$ cat src/sv/sha_pkg.sv
// Shared types, constants and round functions of the SHA-256 hash engine.
package sha_pkg;

  localparam int BLK_WORDS = 16;
  localparam int H_WORDS   = 8;
  localparam int BLK_AW    = $clog2(BLK_WORDS);
  localparam int H_AW      = $clog2(H_WORDS);

  localparam logic [7:0] PAD_BYTE = 8'h80;
  localparam logic       KIND_BYTE = 1'b0;
  localparam logic       KIND_END  = 1'b1;

  localparam logic [31:0] ROUND_K [64] = '{
    32'h428a2f98, 32'h71374491, 32'hb5c0fbcf, 32'he9b5dba5,
    32'h3956c25b, 32'h59f111f1, 32'h923f82a4, 32'hab1c5ed5,
    32'hd807aa98, 32'h12835b01, 32'h243185be, 32'h550c7dc3,
    32'h72be5d74, 32'h80deb1fe, 32'h9bdc06a7, 32'hc19bf174,
    32'he49b69c1, 32'hefbe4786, 32'h0fc19dc6, 32'h240ca1cc,
    32'h2de92c6f, 32'h4a7484aa, 32'h5cb0a9dc, 32'h76f988da,
    32'h983e5152, 32'ha831c66d, 32'hb00327c8, 32'hbf597fc7,
    32'hc6e00bf3, 32'hd5a79147, 32'h06ca6351, 32'h14292967,
    32'h27b70a85, 32'h2e1b2138, 32'h4d2c6dfc, 32'h53380d13,
    32'h650a7354, 32'h766a0abb, 32'h81c2c92e, 32'h92722c85,
    32'ha2bfe8a1, 32'ha81a664b, 32'hc24b8b70, 32'hc76c51a3,
    32'hd192e819, 32'hd6990624, 32'hf40e3585, 32'h106aa070,
    32'h19a4c116, 32'h1e376c08, 32'h2748774c, 32'h34b0bcb5,
    32'h391c0cb3, 32'h4ed8aa4a, 32'h5b9cca4f, 32'h682e6ff3,
    32'h748f82ee, 32'h78a5636f, 32'h84c87814, 32'h8cc70208,
    32'h90befffa, 32'ha4506ceb, 32'hbef9a3f7, 32'hc67178f2
  };

  localparam logic [31:0] INIT_H [H_WORDS] = '{
    32'h6a09e667, 32'hbb67ae85, 32'h3c6ef372, 32'ha54ff53a,
    32'h510e527f, 32'h9b05688c, 32'h1f83d9ab, 32'h5be0cd19
  };

  typedef enum logic [3:0] {
    ST_INIT,
    ST_IDLE,
    ST_PAD,
    ST_LOAD,
    ST_ROUND,
    ST_UPDATE,
    ST_OUT_RD,
    ST_OUT_HI,
    ST_OUT_LO
  } state_t;

  typedef struct packed {
    logic            w_shift;
    logic            s_load;
    logic            round_en;
    logic [H_AW-1:0] s_sel;
    logic [5:0]      round_idx;
  } rnd_ctrl_t;

  function automatic logic [31:0] big_sigma0(input logic [31:0] x);
    return {x[1:0], x[31:2]} ^ {x[12:0], x[31:13]} ^ {x[21:0], x[31:22]};
  endfunction

  function automatic logic [31:0] big_sigma1(input logic [31:0] x);
    return {x[5:0], x[31:6]} ^ {x[10:0], x[31:11]} ^ {x[24:0], x[31:25]};
  endfunction

  function automatic logic [31:0] small_sigma0(input logic [31:0] x);
    return {x[6:0], x[31:7]} ^ {x[17:0], x[31:18]} ^ {3'b000, x[31:3]};
  endfunction

  function automatic logic [31:0] small_sigma1(input logic [31:0] x);
    return {x[16:0], x[31:17]} ^ {x[18:0], x[31:19]} ^ {10'd0, x[31:10]};
  endfunction

  function automatic logic [31:0] choose(input logic [31:0] e, input logic [31:0] f,
                                         input logic [31:0] g);
    return (e & f) ^ (~e & g);
  endfunction

  function automatic logic [31:0] majority(input logic [31:0] a, input logic [31:0] b,
                                           input logic [31:0] c);
    return (a & b) ^ (a & c) ^ (b & c);
  endfunction

endpackage

$ cat src/sv/sha_if.sv
// Valid/ready channel interfaces for the input and digest sides.
interface sha_in_if;
  logic       valid;
  logic       ready;
  logic       kind;
  logic [7:0] data_byte;

  modport source (output valid, output kind, output data_byte, input ready);
  modport sink (input valid, input kind, input data_byte, output ready);
endinterface

interface sha_out_if;
  logic        valid;
  logic        ready;
  logic [63:0] digest_word;
  logic [1:0]  word_index;
  logic        last;

  modport source (output valid, output digest_word, output word_index, output last,
                  input ready);
  modport sink (input valid, input digest_word, input word_index, input last,
                output ready);
endinterface

$ cat src/sv/sha_ram.sv
// Generic simple dual-port RAM with one write port and a registered read port.
module sha_ram #(
  parameter int WIDTH = 32,
  parameter int DEPTH = 16
) (
  input  logic                     clk,
  input  logic                     we,
  input  logic [$clog2(DEPTH)-1:0] waddr,
  input  logic [WIDTH-1:0]         wdata,
  input  logic [$clog2(DEPTH)-1:0] raddr,
  output logic [WIDTH-1:0]         rdata
);

  logic [WIDTH-1:0] mem [DEPTH];

  always_ff @(posedge clk) begin
    if (we) begin
      mem[waddr] <= wdata;
    end
    rdata <= mem[raddr];
  end

endmodule

$ cat src/sv/sha_round.sv
// Working variables, message schedule window and the one-round-per-cycle datapath.
module sha_round (
  input  logic                     clk,
  input  sha_pkg::rnd_ctrl_t       ctrl,
  input  logic [31:0]              w_in,
  input  logic [31:0]              h_in,
  output logic [31:0]              s_word
);

  logic [31:0] w_r [sha_pkg::BLK_WORDS];
  logic [31:0] s_r [sha_pkg::H_WORDS];
  logic [31:0] w_new;
  logic [31:0] t1;
  logic [31:0] t2;

  assign w_new = sha_pkg::small_sigma1(w_r[14]) + w_r[9] +
                 sha_pkg::small_sigma0(w_r[1]) + w_r[0];

  assign t1 = s_r[7] + sha_pkg::big_sigma1(s_r[4]) +
              sha_pkg::choose(s_r[4], s_r[5], s_r[6]) +
              sha_pkg::ROUND_K[ctrl.round_idx] + w_r[0];
  assign t2 = sha_pkg::big_sigma0(s_r[0]) + sha_pkg::majority(s_r[0], s_r[1], s_r[2]);

  assign s_word = s_r[ctrl.s_sel];

  always_ff @(posedge clk) begin
    if (ctrl.w_shift || ctrl.round_en) begin
      for (int j = 0; j < sha_pkg::BLK_WORDS - 1; j++) begin
        w_r[j] <= w_r[j+1];
      end
      w_r[sha_pkg::BLK_WORDS-1] <= ctrl.round_en ? w_new : w_in;
    end
    if (ctrl.round_en) begin
      s_r[7] <= s_r[6];
      s_r[6] <= s_r[5];
      s_r[5] <= s_r[4];
      s_r[4] <= s_r[3] + t1;
      s_r[3] <= s_r[2];
      s_r[2] <= s_r[1];
      s_r[1] <= s_r[0];
      s_r[0] <= t1 + t2;
    end else if (ctrl.s_load) begin
      s_r[ctrl.s_sel] <= h_in;
    end
  end

endmodule

$ cat src/sv/sha256_hash_engine.sv
// SHA-256 hash engine top level: sequencer, block memory and hash memory.
// Message bytes are taken one per cycle while the engine is idle and packed
// into 32-bit words of a 16-word block memory; the eight hash words live in a
// second memory. While a full block is processed no word is taken: the
// schedule window and working variables are loaded from the two memories, the
// rounds run (one round per cycle in the round unit), and the hash words are
// read, added and written back. An end marker causes padding writes up to the
// end of the block plus one block when fewer than 56 bytes are held; otherwise
// it costs at most one padding write, a block, a padding write to every word
// of the block and a second block. Then each digest word is read from the
// hash memory in ST_OUT_RD, ST_OUT_HI and ST_OUT_LO; ST_OUT_RD waits while
// the output register is still full. After reset the hash memory is loaded
// with the initial values before the first word is taken. The last digest
// word may wait in the output register while the next message starts.
module sha256_hash_engine (
  input  logic             clk,
  input  logic             rst_n,
  sha_in_if.sink           in_chan,
  sha_out_if.source        out_chan
);

  sha_pkg::state_t state_r;
  sha_pkg::state_t state_nxt;

  logic [5:0]  cnt_r;
  logic [5:0]  fill_r;
  logic [60:0] bytecnt_r;
  logic [23:0] acc_r;
  logic [3:0]  wp_r;
  logic        fin_r;
  logic        len_r;
  logic [1:0]  k_r;
  logic [31:0] hi_r;
  logic        out_valid_r;
  logic [63:0] out_word_r;
  logic [1:0]  out_idx_r;
  logic        out_last_r;

  logic                     bm_we;
  logic [sha_pkg::BLK_AW-1:0] bm_waddr;
  logic [31:0]              bm_wdata;
  logic [sha_pkg::BLK_AW-1:0] bm_raddr;
  logic [31:0]              bm_rdata;
  logic                     hm_we;
  logic [sha_pkg::H_AW-1:0] hm_waddr;
  logic [31:0]              hm_wdata;
  logic [sha_pkg::H_AW-1:0] hm_raddr;
  logic [31:0]              hm_rdata;

  sha_pkg::rnd_ctrl_t rc;
  logic [31:0] s_word;
  logic        in_fire;
  logic        out_fire;
  logic [63:0] bit_len;
  logic [31:0] pad_word;
  logic [31:0] byte_word;
  logic [2:0]  cnt_m1;

  assign in_fire  = in_chan.valid && in_chan.ready;
  assign out_fire = out_valid_r && out_chan.ready;
  assign bit_len  = {bytecnt_r, 3'b000};
  assign cnt_m1   = cnt_r[2:0] - 3'd1;
  assign byte_word = {acc_r, in_chan.data_byte};

  always_comb begin
    case (fill_r[1:0])
      2'd0:    pad_word = {sha_pkg::PAD_BYTE, 24'd0};
      2'd1:    pad_word = {acc_r[7:0], sha_pkg::PAD_BYTE, 16'd0};
      2'd2:    pad_word = {acc_r[15:0], sha_pkg::PAD_BYTE, 8'd0};
      default: pad_word = {acc_r[23:0], sha_pkg::PAD_BYTE};
    endcase
  end

  assign in_chan.ready        = (state_r == sha_pkg::ST_IDLE);
  assign out_chan.valid       = out_valid_r;
  assign out_chan.digest_word = out_word_r;
  assign out_chan.word_index  = out_idx_r;
  assign out_chan.last        = out_last_r;

  always_comb begin
    state_nxt = state_r;
    unique case (state_r)
      sha_pkg::ST_INIT: begin
        if (cnt_r[2:0] == 3'd7) begin
          state_nxt = sha_pkg::ST_IDLE;
        end
      end
      sha_pkg::ST_IDLE: begin
        if (in_fire) begin
          if (in_chan.kind == sha_pkg::KIND_END) begin
            state_nxt = (fill_r[5:2] == 4'd15) ? sha_pkg::ST_LOAD : sha_pkg::ST_PAD;
          end else if (fill_r == 6'd63) begin
            state_nxt = sha_pkg::ST_LOAD;
          end
        end
      end
      sha_pkg::ST_PAD: begin
        if (wp_r == 4'd15) begin
          state_nxt = sha_pkg::ST_LOAD;
        end
      end
      sha_pkg::ST_LOAD: begin
        if (cnt_r == 6'd16) begin
          state_nxt = sha_pkg::ST_ROUND;
        end
      end
      sha_pkg::ST_ROUND: begin
        if (cnt_r == 6'd63) begin
          state_nxt = sha_pkg::ST_UPDATE;
        end
      end
      sha_pkg::ST_UPDATE: begin
        if (cnt_r == 6'd8) begin
          if (fin_r && !len_r) begin
            state_nxt = sha_pkg::ST_PAD;
          end else if (fin_r) begin
            state_nxt = sha_pkg::ST_OUT_RD;
          end else begin
            state_nxt = sha_pkg::ST_IDLE;
          end
        end
      end
      sha_pkg::ST_OUT_RD: begin
        if (!out_valid_r) begin
          state_nxt = sha_pkg::ST_OUT_HI;
        end
      end
      sha_pkg::ST_OUT_HI: begin
        state_nxt = sha_pkg::ST_OUT_LO;
      end
      sha_pkg::ST_OUT_LO: begin
        state_nxt = (k_r == 2'd3) ? sha_pkg::ST_IDLE : sha_pkg::ST_OUT_RD;
      end
      default: begin
        state_nxt = sha_pkg::ST_INIT;
      end
    endcase
  end

  always_comb begin
    bm_we        = 1'b0;
    bm_waddr     = fill_r[5:2];
    bm_wdata     = byte_word;
    bm_raddr     = cnt_r[3:0];
    hm_we        = 1'b0;
    hm_waddr     = cnt_m1;
    hm_wdata     = hm_rdata + s_word;
    hm_raddr     = cnt_r[2:0];
    rc.w_shift   = 1'b0;
    rc.s_load    = 1'b0;
    rc.round_en  = 1'b0;
    rc.s_sel     = cnt_m1;
    rc.round_idx = cnt_r;
    unique case (state_r)
      sha_pkg::ST_INIT: begin
        hm_we    = 1'b1;
        hm_waddr = cnt_r[2:0];
        hm_wdata = sha_pkg::INIT_H[cnt_r[2:0]];
      end
      sha_pkg::ST_IDLE: begin
        if (in_fire) begin
          if (in_chan.kind == sha_pkg::KIND_END) begin
            bm_we    = 1'b1;
            bm_wdata = pad_word;
          end else begin
            bm_we = (fill_r[1:0] == 2'd3);
          end
        end
      end
      sha_pkg::ST_PAD: begin
        bm_we    = 1'b1;
        bm_waddr = wp_r;
        if (len_r && wp_r == 4'd14) begin
          bm_wdata = bit_len[63:32];
        end else if (len_r && wp_r == 4'd15) begin
          bm_wdata = bit_len[31:0];
        end else begin
          bm_wdata = 32'd0;
        end
      end
      sha_pkg::ST_LOAD: begin
        rc.w_shift = (cnt_r != 6'd0);
        rc.s_load  = (cnt_r != 6'd0) && (cnt_r <= 6'd8);
      end
      sha_pkg::ST_ROUND: begin
        rc.round_en = 1'b1;
      end
      sha_pkg::ST_UPDATE: begin
        hm_we = (cnt_r != 6'd0);
      end
      sha_pkg::ST_OUT_RD: begin
        hm_raddr = {k_r, 1'b0};
      end
      sha_pkg::ST_OUT_HI: begin
        hm_raddr = {k_r, 1'b1};
        hm_we    = 1'b1;
        hm_waddr = {k_r, 1'b0};
        hm_wdata = sha_pkg::INIT_H[{k_r, 1'b0}];
      end
      sha_pkg::ST_OUT_LO: begin
        hm_we    = 1'b1;
        hm_waddr = {k_r, 1'b1};
        hm_wdata = sha_pkg::INIT_H[{k_r, 1'b1}];
      end
      default: begin
      end
    endcase
  end

  always_ff @(posedge clk) begin
    if (!rst_n) begin
      state_r     <= sha_pkg::ST_INIT;
      cnt_r       <= 6'd0;
      fill_r      <= 6'd0;
      bytecnt_r   <= 61'd0;
      wp_r        <= 4'd0;
      fin_r       <= 1'b0;
      len_r       <= 1'b0;
      k_r         <= 2'd0;
      out_valid_r <= 1'b0;
    end else begin
      state_r <= state_nxt;
      if (state_nxt != state_r) begin
        cnt_r <= 6'd0;
      end else begin
        cnt_r <= cnt_r + 6'd1;
      end
      if (out_fire) begin
        out_valid_r <= 1'b0;
      end
      unique case (state_r)
        sha_pkg::ST_IDLE: begin
          if (in_fire) begin
            if (in_chan.kind == sha_pkg::KIND_END) begin
              fin_r <= 1'b1;
              len_r <= (fill_r[5:3] != 3'd7);
              wp_r  <= fill_r[5:2] + 4'd1;
            end else begin
              fill_r    <= fill_r + 6'd1;
              bytecnt_r <= bytecnt_r + 61'd1;
            end
          end
        end
        sha_pkg::ST_PAD: begin
          wp_r <= wp_r + 4'd1;
        end
        sha_pkg::ST_UPDATE: begin
          if (cnt_r == 6'd8) begin
            if (fin_r && !len_r) begin
              len_r <= 1'b1;
              wp_r  <= 4'd0;
            end
            k_r <= 2'd0;
          end
        end
        sha_pkg::ST_OUT_LO: begin
          out_valid_r <= 1'b1;
          if (k_r == 2'd3) begin
            fill_r    <= 6'd0;
            bytecnt_r <= 61'd0;
            fin_r     <= 1'b0;
            len_r     <= 1'b0;
          end
          k_r <= k_r + 2'd1;
        end
        default: begin
        end
      endcase
    end
  end

  always_ff @(posedge clk) begin
    if (in_fire && in_chan.kind == sha_pkg::KIND_BYTE) begin
      acc_r <= byte_word[23:0];
    end
    if (state_r == sha_pkg::ST_OUT_HI) begin
      hi_r <= hm_rdata;
    end
    if (state_r == sha_pkg::ST_OUT_LO) begin
      out_word_r <= {hi_r, hm_rdata};
      out_idx_r  <= k_r;
      out_last_r <= (k_r == 2'd3);
    end
  end

  sha_ram #(
    .WIDTH (32),
    .DEPTH (sha_pkg::BLK_WORDS)
  ) u_block_ram (
    .clk   (clk),
    .we    (bm_we),
    .waddr (bm_waddr),
    .wdata (bm_wdata),
    .raddr (bm_raddr),
    .rdata (bm_rdata)
  );

  sha_ram #(
    .WIDTH (32),
    .DEPTH (sha_pkg::H_WORDS)
  ) u_hash_ram (
    .clk   (clk),
    .we    (hm_we),
    .waddr (hm_waddr),
    .wdata (hm_wdata),
    .raddr (hm_raddr),
    .rdata (hm_rdata)
  );

  sha_round u_round (
    .clk    (clk),
    .ctrl   (rc),
    .w_in   (bm_rdata),
    .h_in   (hm_rdata),
    .s_word (s_word)
  );

endmodule

$ cat src/flat_wrapper.sv
// flat-port wrapper written by rule: the top's interface ports become plain ports
module sha256_hash_engine_flat 
  (clk, rst_n, in_chan_valid, in_chan_kind, in_chan_data_byte, in_chan_ready, out_chan_valid, out_chan_digest_word, out_chan_word_index, out_chan_last, out_chan_ready);
  sha_in_if in_chan_i ();
  sha_out_if out_chan_i ();
  input  logic clk;
  input  logic rst_n;
  input wire logic [$bits(in_chan_i.valid)-1:0] in_chan_valid;
  input wire logic [$bits(in_chan_i.kind)-1:0] in_chan_kind;
  input wire logic [$bits(in_chan_i.data_byte)-1:0] in_chan_data_byte;
  output wire logic [$bits(in_chan_i.ready)-1:0] in_chan_ready;
  output wire logic [$bits(out_chan_i.valid)-1:0] out_chan_valid;
  output wire logic [$bits(out_chan_i.digest_word)-1:0] out_chan_digest_word;
  output wire logic [$bits(out_chan_i.word_index)-1:0] out_chan_word_index;
  output wire logic [$bits(out_chan_i.last)-1:0] out_chan_last;
  input wire logic [$bits(out_chan_i.ready)-1:0] out_chan_ready;
  assign in_chan_i.valid = in_chan_valid;
  assign in_chan_i.kind = in_chan_kind;
  assign in_chan_i.data_byte = in_chan_data_byte;
  assign in_chan_ready = in_chan_i.ready;
  assign out_chan_valid = out_chan_i.valid;
  assign out_chan_digest_word = out_chan_i.digest_word;
  assign out_chan_word_index = out_chan_i.word_index;
  assign out_chan_last = out_chan_i.last;
  assign out_chan_i.ready = out_chan_ready;
  sha256_hash_engine u_core (.clk(clk), .rst_n(rst_n), .in_chan(in_chan_i), .out_chan(out_chan_i));
endmodule
$ cat config.mk
export PLATFORM = sky130hd
export DESIGN_NAME = sha256_hash_engine_flat
export DESIGN_NICKNAME = d
export VERILOG_FILES = /design/src/sv/sha_pkg.sv /design/src/sv/sha_if.sv /design/src/sv/sha_ram.sv /design/src/sv/sha_round.sv /design/src/sv/sha256_hash_engine.sv /design/src/flat_wrapper.sv
export SDC_FILE = /design/constraint.sdc
export NUM_CORES = 2
export LEC_CHECK = 0
export ABC_CLOCK_PERIOD_IN_PS = 125700
export BUFFER_PORTS_ARGS = -buffer_cell sky130_fd_sc_hd__buf_2
export CORE_UTILIZATION = 35
export DETAILED_ROUTE_END_ITERATION = 8
export GPL_ROUTABILITY_DRIVEN = 0
export REMOVE_ABC_BUFFERS = 1
export SYNTH_ARGS = -nofsm -noshare
export SYNTH_HDL_FRONTEND = slang
export SYNTH_SLANG_ARGS = --single-unit
$ cat constraint.sdc
create_clock -name clk -period 125.7 [get_ports clk]
set_clock_uncertainty 0.1 [all_clocks]
set_input_delay 25.14 -clock clk [delete_from_list [all_inputs] [get_ports clk]]
set_output_delay 25.14 -clock clk [all_outputs]
set_load 0.005 [all_outputs]
Word-level counts from Yosys, hierarchy flattened
Memories as Yosys holds them, arrays and structs flattened. A register that Yosys moved wholly into a read port is not among the register bits.
Index checks and enable logic that the tools add are counted.
{ "totals": {"word_cells": 200, "latchBits": 0, "output_inout_bits": 69, "input_bits": 13, "reg_bits": 209, "rom_bits": 2816, "ram_bits": 1536, "n_memories": 8} }
{ "classes": {"div_mod_pow": 0, "muxes": 79, "n_shift": 0, "n_lt_le_gt_ge": 5, "multipliers": 0, "reduce_logical": 25, "eq_ne": 28, "n_bitwise": 23, "addsub": 18} }
{ "mem_list": {"columns": ["name", "words", "word_bits", "rd", "rd_clocked_by_memory_dff", "write_ports", "line_no", "source"], "rows": [
  ["(no name shown)", 64, 32, 1, 0, 0, "sha_round.sv:21", "sha_pkg::ROUND_K[ctrl.round_idx] + w_r[0];"],
  ["u_core.u_block_ram.mem", 16, 32, 1, 1, 1, "sha_ram.sv:14", "logic [WIDTH-1:0] mem [DEPTH];"],
  ["u_core.u_round.w_r", 16, 32, 16, 0, 16, "sha_round.sv:10", "logic [31:0] w_r [sha_pkg::BLK_WORDS];"],
  ["(no name shown)", 8, 32, 1, 0, 0, "sha256_hash_engine.sv:203", "hm_wdata = sha_pkg::INIT_H[{k_r, 1'b1}];"],
  ["(no name shown)", 8, 32, 1, 0, 0, "sha256_hash_engine.sv:158", "hm_wdata = sha_pkg::INIT_H[cnt_r[2:0]];"],
  ["(no name shown)", 8, 32, 1, 0, 0, "sha256_hash_engine.sv:198", "hm_wdata = sha_pkg::INIT_H[{k_r, 1'b0}];"],
  ["2 more memories", null, null, null, null, null, null, null]
]} }
{ "ops": {"columns": ["op", "n"], "rows": [
  ["$mux 32", 14],
  ["$add 32x32->32", 11],
  ["$xor 32x32->32", 9],
  ["$pmux 32 s3", 2],
  ["$mux 61", 3],
  ["$and 32x32->32", 5],
  ["$pmux 61 s2", 1],
  ["$pmux 32 s2", 1],
  ["$add 61x1->61 const B", 1],
  ["$mux 4", 15],
  ["$pmux 4 s9", 1],
  ["$not 32->32", 1],
  ["$reduce_or 32->1", 1],
  ["$xor 32x22->32", 1],
  ["$xor 32x29->32", 1],
  ["$mux 1", 25],
  ["$mux 6", 3],
  ["$eq 4x3->1 const B", 4],
  ["$eq 4x4->1 const B", 4],
  ["$add 6x1->6 const B", 2],
  ["$eq 6x6->1 const B", 2],
  ["$ge 4x4->1 const B", 3],
  ["$not 3->4", 3],
  ["$pmux 4 s3", 1],
  ["40 further kinds", 64]
]} }

Depth between registers and ports, before layout
{ "depth": {"ltp_word": 8, "depth_mapped": 43, "depth_no_buf": 40} }

Cells and area by module
Synthesis repeated with hierarchy kept, for this count alone.
{ "hier_totals": {"cells_unflattened": 5725, "hier_area_um2": 85869.9} }
{ "modules_own_cells": {"columns": ["mod", "cells_per_inst", "seq_area_each_um2", "area_each_um2", "n_inst"], "rows": [
  ["sha_round", 3317, 23062.1, 44174.9, 1],
  ["sha_ram at u_core.u_block_ram", 838, 16015.4, 19835.3, 1],
  ["sha256_hash_engine", 1155, 5415.2, 11393.4, 1],
  ["sha_ram at u_core.u_hash_ram", 415, 8328.0, 10466.3, 1]
]} }

Least setup slack after synthesis
No wires, ideal clock.
{ "synth_path": {"kind": "reg-to-reg", "start": "register u_core.cnt_r[0]", "end": "memory u_core.u_round.w_r[0][0] (enable)", "required_time_ns": 123.503, "path_buffers": 4, "path_slack_ns": 85.994, "period_less_slack_ns": 39.706, "path_stages_with_launch": 10, "setup_ns": 2.097, "arrival_time_ns": 37.509, "path_cell_list": "dfxtp_1 > clkbuf_1 > inv_1 > clkbuf_1 > ha_1 > clkbuf_1 > nand2_1 > clkbuf_1 > nor3_1 > o21ai_0"} }
{ "synth_rtl": {"columns": ["item", "line_no", "source"], "rows": [
  ["from (decl)", "sha256_hash_engine.sv:25", "logic [5:0] cnt_r;"],
  ["from (signal assigned)", "sha256_hash_engine.sv:226", "cnt_r <= cnt_r + 6'd1;"],
  ["to (decl)", "sha_round.sv:10", null]
]} }

Final worst setup path
{ "layout_path": {"start": "register u_core.state_r[0]", "end": "output port in_chan_ready"} }
{ "layout_via": {"elab_chain_len": 1} }
{ "layout_rtl": {"columns": ["item", "line_no", "source"], "rows": [
  ["from (decl)", "sha256_hash_engine.sv:22", "sha_pkg::state_t state_r;"],
  ["from (signal assigned)", "sha256_hash_engine.sv:212", "state_r <= sha_pkg::ST_INIT;"],
  ["from (signal assigned)", "sha256_hash_engine.sv:222", "state_r <= state_nxt;"],
  ["$eq 4x1->1", "sha256_hash_engine.sv:74", "assign in_chan.ready = (state_r == sha_pkg::ST_IDLE);"],
  ["to (decl)", "flat_wrapper.sv:11", "output wire logic [$bits(in_chan_i.ready)-1:0] in_chan_ready;"]
]} }
Every way passes these cells.

==> impl_results.md <==
* Status: finished clean
* RSZ-0062 raised after global routing: no
* Post-synth top area share at 58.6%
* Setup Total Neg Slack at 0 ns
* GRT Total Usage at 19.2%
* Pint at 1.19 mW
* Pwr per Cell Area at 18.4 mW/mm^2
* Row Count at 180
* Post-CTS Hold Buffers at 0
* Max-slew headroom at 16.6%
* Register area at 0.0528 sq mm
* Filler cells at 22,167
* Largest cells by area after synthesis: edfxtp_1 59%, mux4_2 6.2%, fa_1 4.4%
* Clk sink count at 1,809
* DR WL/cell at 25.9 microns
* Hold Path Sink: u_core.u_round.w_r[0][154]
* Hold Crit Depth at 0
* Max H-tree Level at 4
* Layout area overhead at 12.3%
* RR Endpoint: u_core.u_round.s_r[0][29]
* Sequential Power Share at 40.1%
* Hold path start: u_core.u_round.w_r[0][186]
* CTS buffer count at 185
* Core Box Area at 0.241 sq mm
* Number of global-route vias before repair at 49,296
* DRC Markers at 0
* Largest net degree at the start of global routing at 153
* Synthesized area per cell at 14.7 sq um
* R2R Path Start: u_core.cnt_r[1]
* First-pass GRT wire length at 345,000 microns
* Data required, critical path at 100.46 ns
* Pleak at 32.4 nW
* Initial Util at 35.3%
* Switch share at 32.2%
* Slew @ Worst Pin at 1.25 ns
* Final worst-path cycle share at 21.9%
* Die width at 495 microns
* YS warnings at 0
* Most frequent cells after synthesis: 1,659 x edfxtp_1, 316 x nand2_1, 303 x inv_1, 283 x o21ai_0, 282 x xnor2_1
* Initial antenna violation count at 8
* Final Power at 1.76 mW
* Synth Instances at 5,795
* Hpwl dp at 164,000 microns
* Clock power share at 31.0%
* Via count at 51,105
* Maximum vdd drop at 0.0129 mV
* Final wirelength at 239,000 microns
* CTS tree: yes
* Final core utilization at 39.6%
* Final Max Tran Viols at 0
* Worst-Skew Late Latency at 0.88 ns
* Worst-path clk slew at 0.06 ns
* Grt ovf at 0
* Port Buffers at 81
* Synth Flop Type: edfxtp_1
* Period minus WS final at 27.47 ns
* Drt first pass iters at 8
* Die H at 495 microns
* Worst Path Max Fanout at 19
* Footprint of the multi-input gates at 0.0303 sq mm
* Fmax achieved at 0.0364 GHz
* Reg2Reg Depth at 34
* Sw Pwr at 0.566 mW
* Synth area leader: edfxtp_1
* Gate power share at 28.9%
* Final-report hold violation count at 0
* Nature of the critical path endpoint: primary output
* Worst Path Arrival at 2.23 ns
* Final Net Count at 6,274
* Max-cap violation count at 0
* CTS Buffer Depth at 3
* Sequential-to-total area share from yosys stat at 62.1%
* Startpoint Class: register
* Cell variety after synth at 81
* Layout cells sized above 1 at 16.6%
* Synthesized flop and latch total at 1,809
* Die area at 0.245 sq mm
* Cell Area, Synth at 0.0850 sq mm
* Setup-failing EPs final at 0
* Postcts setup bufs at 0
* Kind of critical path: reg2out
* Vias per inst at 5.54
* Resized Gates After CTS at 0
* Antenna viol nets, final at 0
* Root buffer cell: clkbuf_16
* Top-count cell post-synth: edfxtp_1
* Worst hold path class: reg2reg
* Async S/R FF share, synth at 0%
* Post-synth EDFFs at 1,659
* Setup slack, reg-to-reg at 114.01 ns
* Total I/O pin count at 82
* 1st-iter DRT viols at 6,708
-- cell families (layout without fill, tap and decap cells) --
kind of cell	after synthesis	after routing	share of synthesized area, %
AOI/OAI and AO/OA	1052	1052	7.88
adders and majority gates	383	383	7.29
and+or+nand+nor	993	993	5.57
xor gates and xnor gates	438	438	4.51
other	0	2	0
buffers and inverters	591	831	2.61
muxes	529	529	10.0
DFF	1809	1809	62.1
-- final cells by class --
class	instances	share of cell area, %
flip-flops and latches	1809	55.3
multi-input cells	3395	31.7
clock buffers	229	5.06
well taps	3185	4.17
repair buffers	185	1.27
clock inverters	113	1.26
inverters	304	1.20
diodes	2	0.00524
-- worst max path at each step --
stage | slack (ns) | cells past startpoint | to | from
after floorplan | 79.41 | 5 | u_core.u_round.w_r[0][0] | u_core.cnt_r[0]
after global routing | 98.10 | 4 | in_chan_ready | u_core.state_r[0]
after CTS | 98.22 | 4 | in_chan_ready | u_core.state_r[0]
final | 98.23 | 4 | in_chan_ready | u_core.state_r[0]
after global placement | 97.78 | 7 | u_core.u_block_ram.mem[0][22] | in_chan_valid
after detailed placement | 97.63 | 7 | u_core.u_block_ram.mem[0][12] | in_chan_valid
-- critical path, stage by stage (launching register included) --
cell	delay, ns
dfxtp_1	0.76
nand2_1	0.18
nor2_1	0.13
buf_4	0.19
buf_2	0.13
-- sequential cells by signal, summed over array words and instances (netlist names), 2 cells and up --
register / count
u_core.u_block_ram.mem: 512
u_core.u_round.w_r: 512
u_core.u_hash_ram.mem: 256
u_core.u_round.s_r: 256
u_core.out_chan.digest_word: 64
u_core.bytecnt_r: 61
u_core.hi_r: 32
u_core.u_block_ram.rdata: 32
u_core.u_hash_ram.rdata: 32
u_core.acc_r: 24
u_core.cnt_r: 6
u_core.fill_r: 6
u_core.state_r: 4
u_core.wp_r: 4
u_core.k_r: 2
u_core.out_chan.word_index: 2
-- layout by cell type (no fill, tap or decap), types with 186 or more instances in the layout --
cell type	netlist	layout
nand2_1	316	313
inv_1	303	300
xnor2_1	282	282
mux2_2	241	241
nor2_1	260	233
clkbuf_16	0	186
a21oi_1	246	245
ha_1	193	193
o21ai_0	283	268
mux4_2	234	234
fa_1	188	188
edfxtp_1	1659	1659
-- per-layer routing --
metal | vias up | wire (microns) | GRT usage, %
met5 | - | 32 | 0
met4 | 6 | 9110 | 7.00
met3 | 467 | 20700 | 3.82
met2 | 2503 | 106000 | 29.0
met1 | 26029 | 103000 | 27.4
li1 | 22100 | - | -
-- power by group through the flow --
stage	clock network, mW	registers (mW)	logic, mW
after floorplan	0	0.707	0.367
after global placement	0	0.716	0.486
after CTS	0.557	0.703	0.497
after global routing	0.580	0.704	0.558
after detailed placement	0	0.716	0.495
final	0.545	0.704	0.508
-- through the flow --
| stage | std cells | cell area (sq um) | hold WS, ns | setup slack [ns] |
|---|---|---|---|---|
| after floorplan | 5508 | 84000 | 0.300 | 79.41 |
| after global placement | 8878 | 89500 | 0.300 | 97.78 |
| after detailed placement | 8878 | 89500 | 0.305 | 97.63 |
| after CTS | 9220 | 95500 | 0.289 | 98.22 |
| after global routing | 9220 | 95500 | 0.301 | 98.10 |
| final | 9222 | 95500 | 0.289 | 98.23 |
Power figures use the tool's default switching activity.
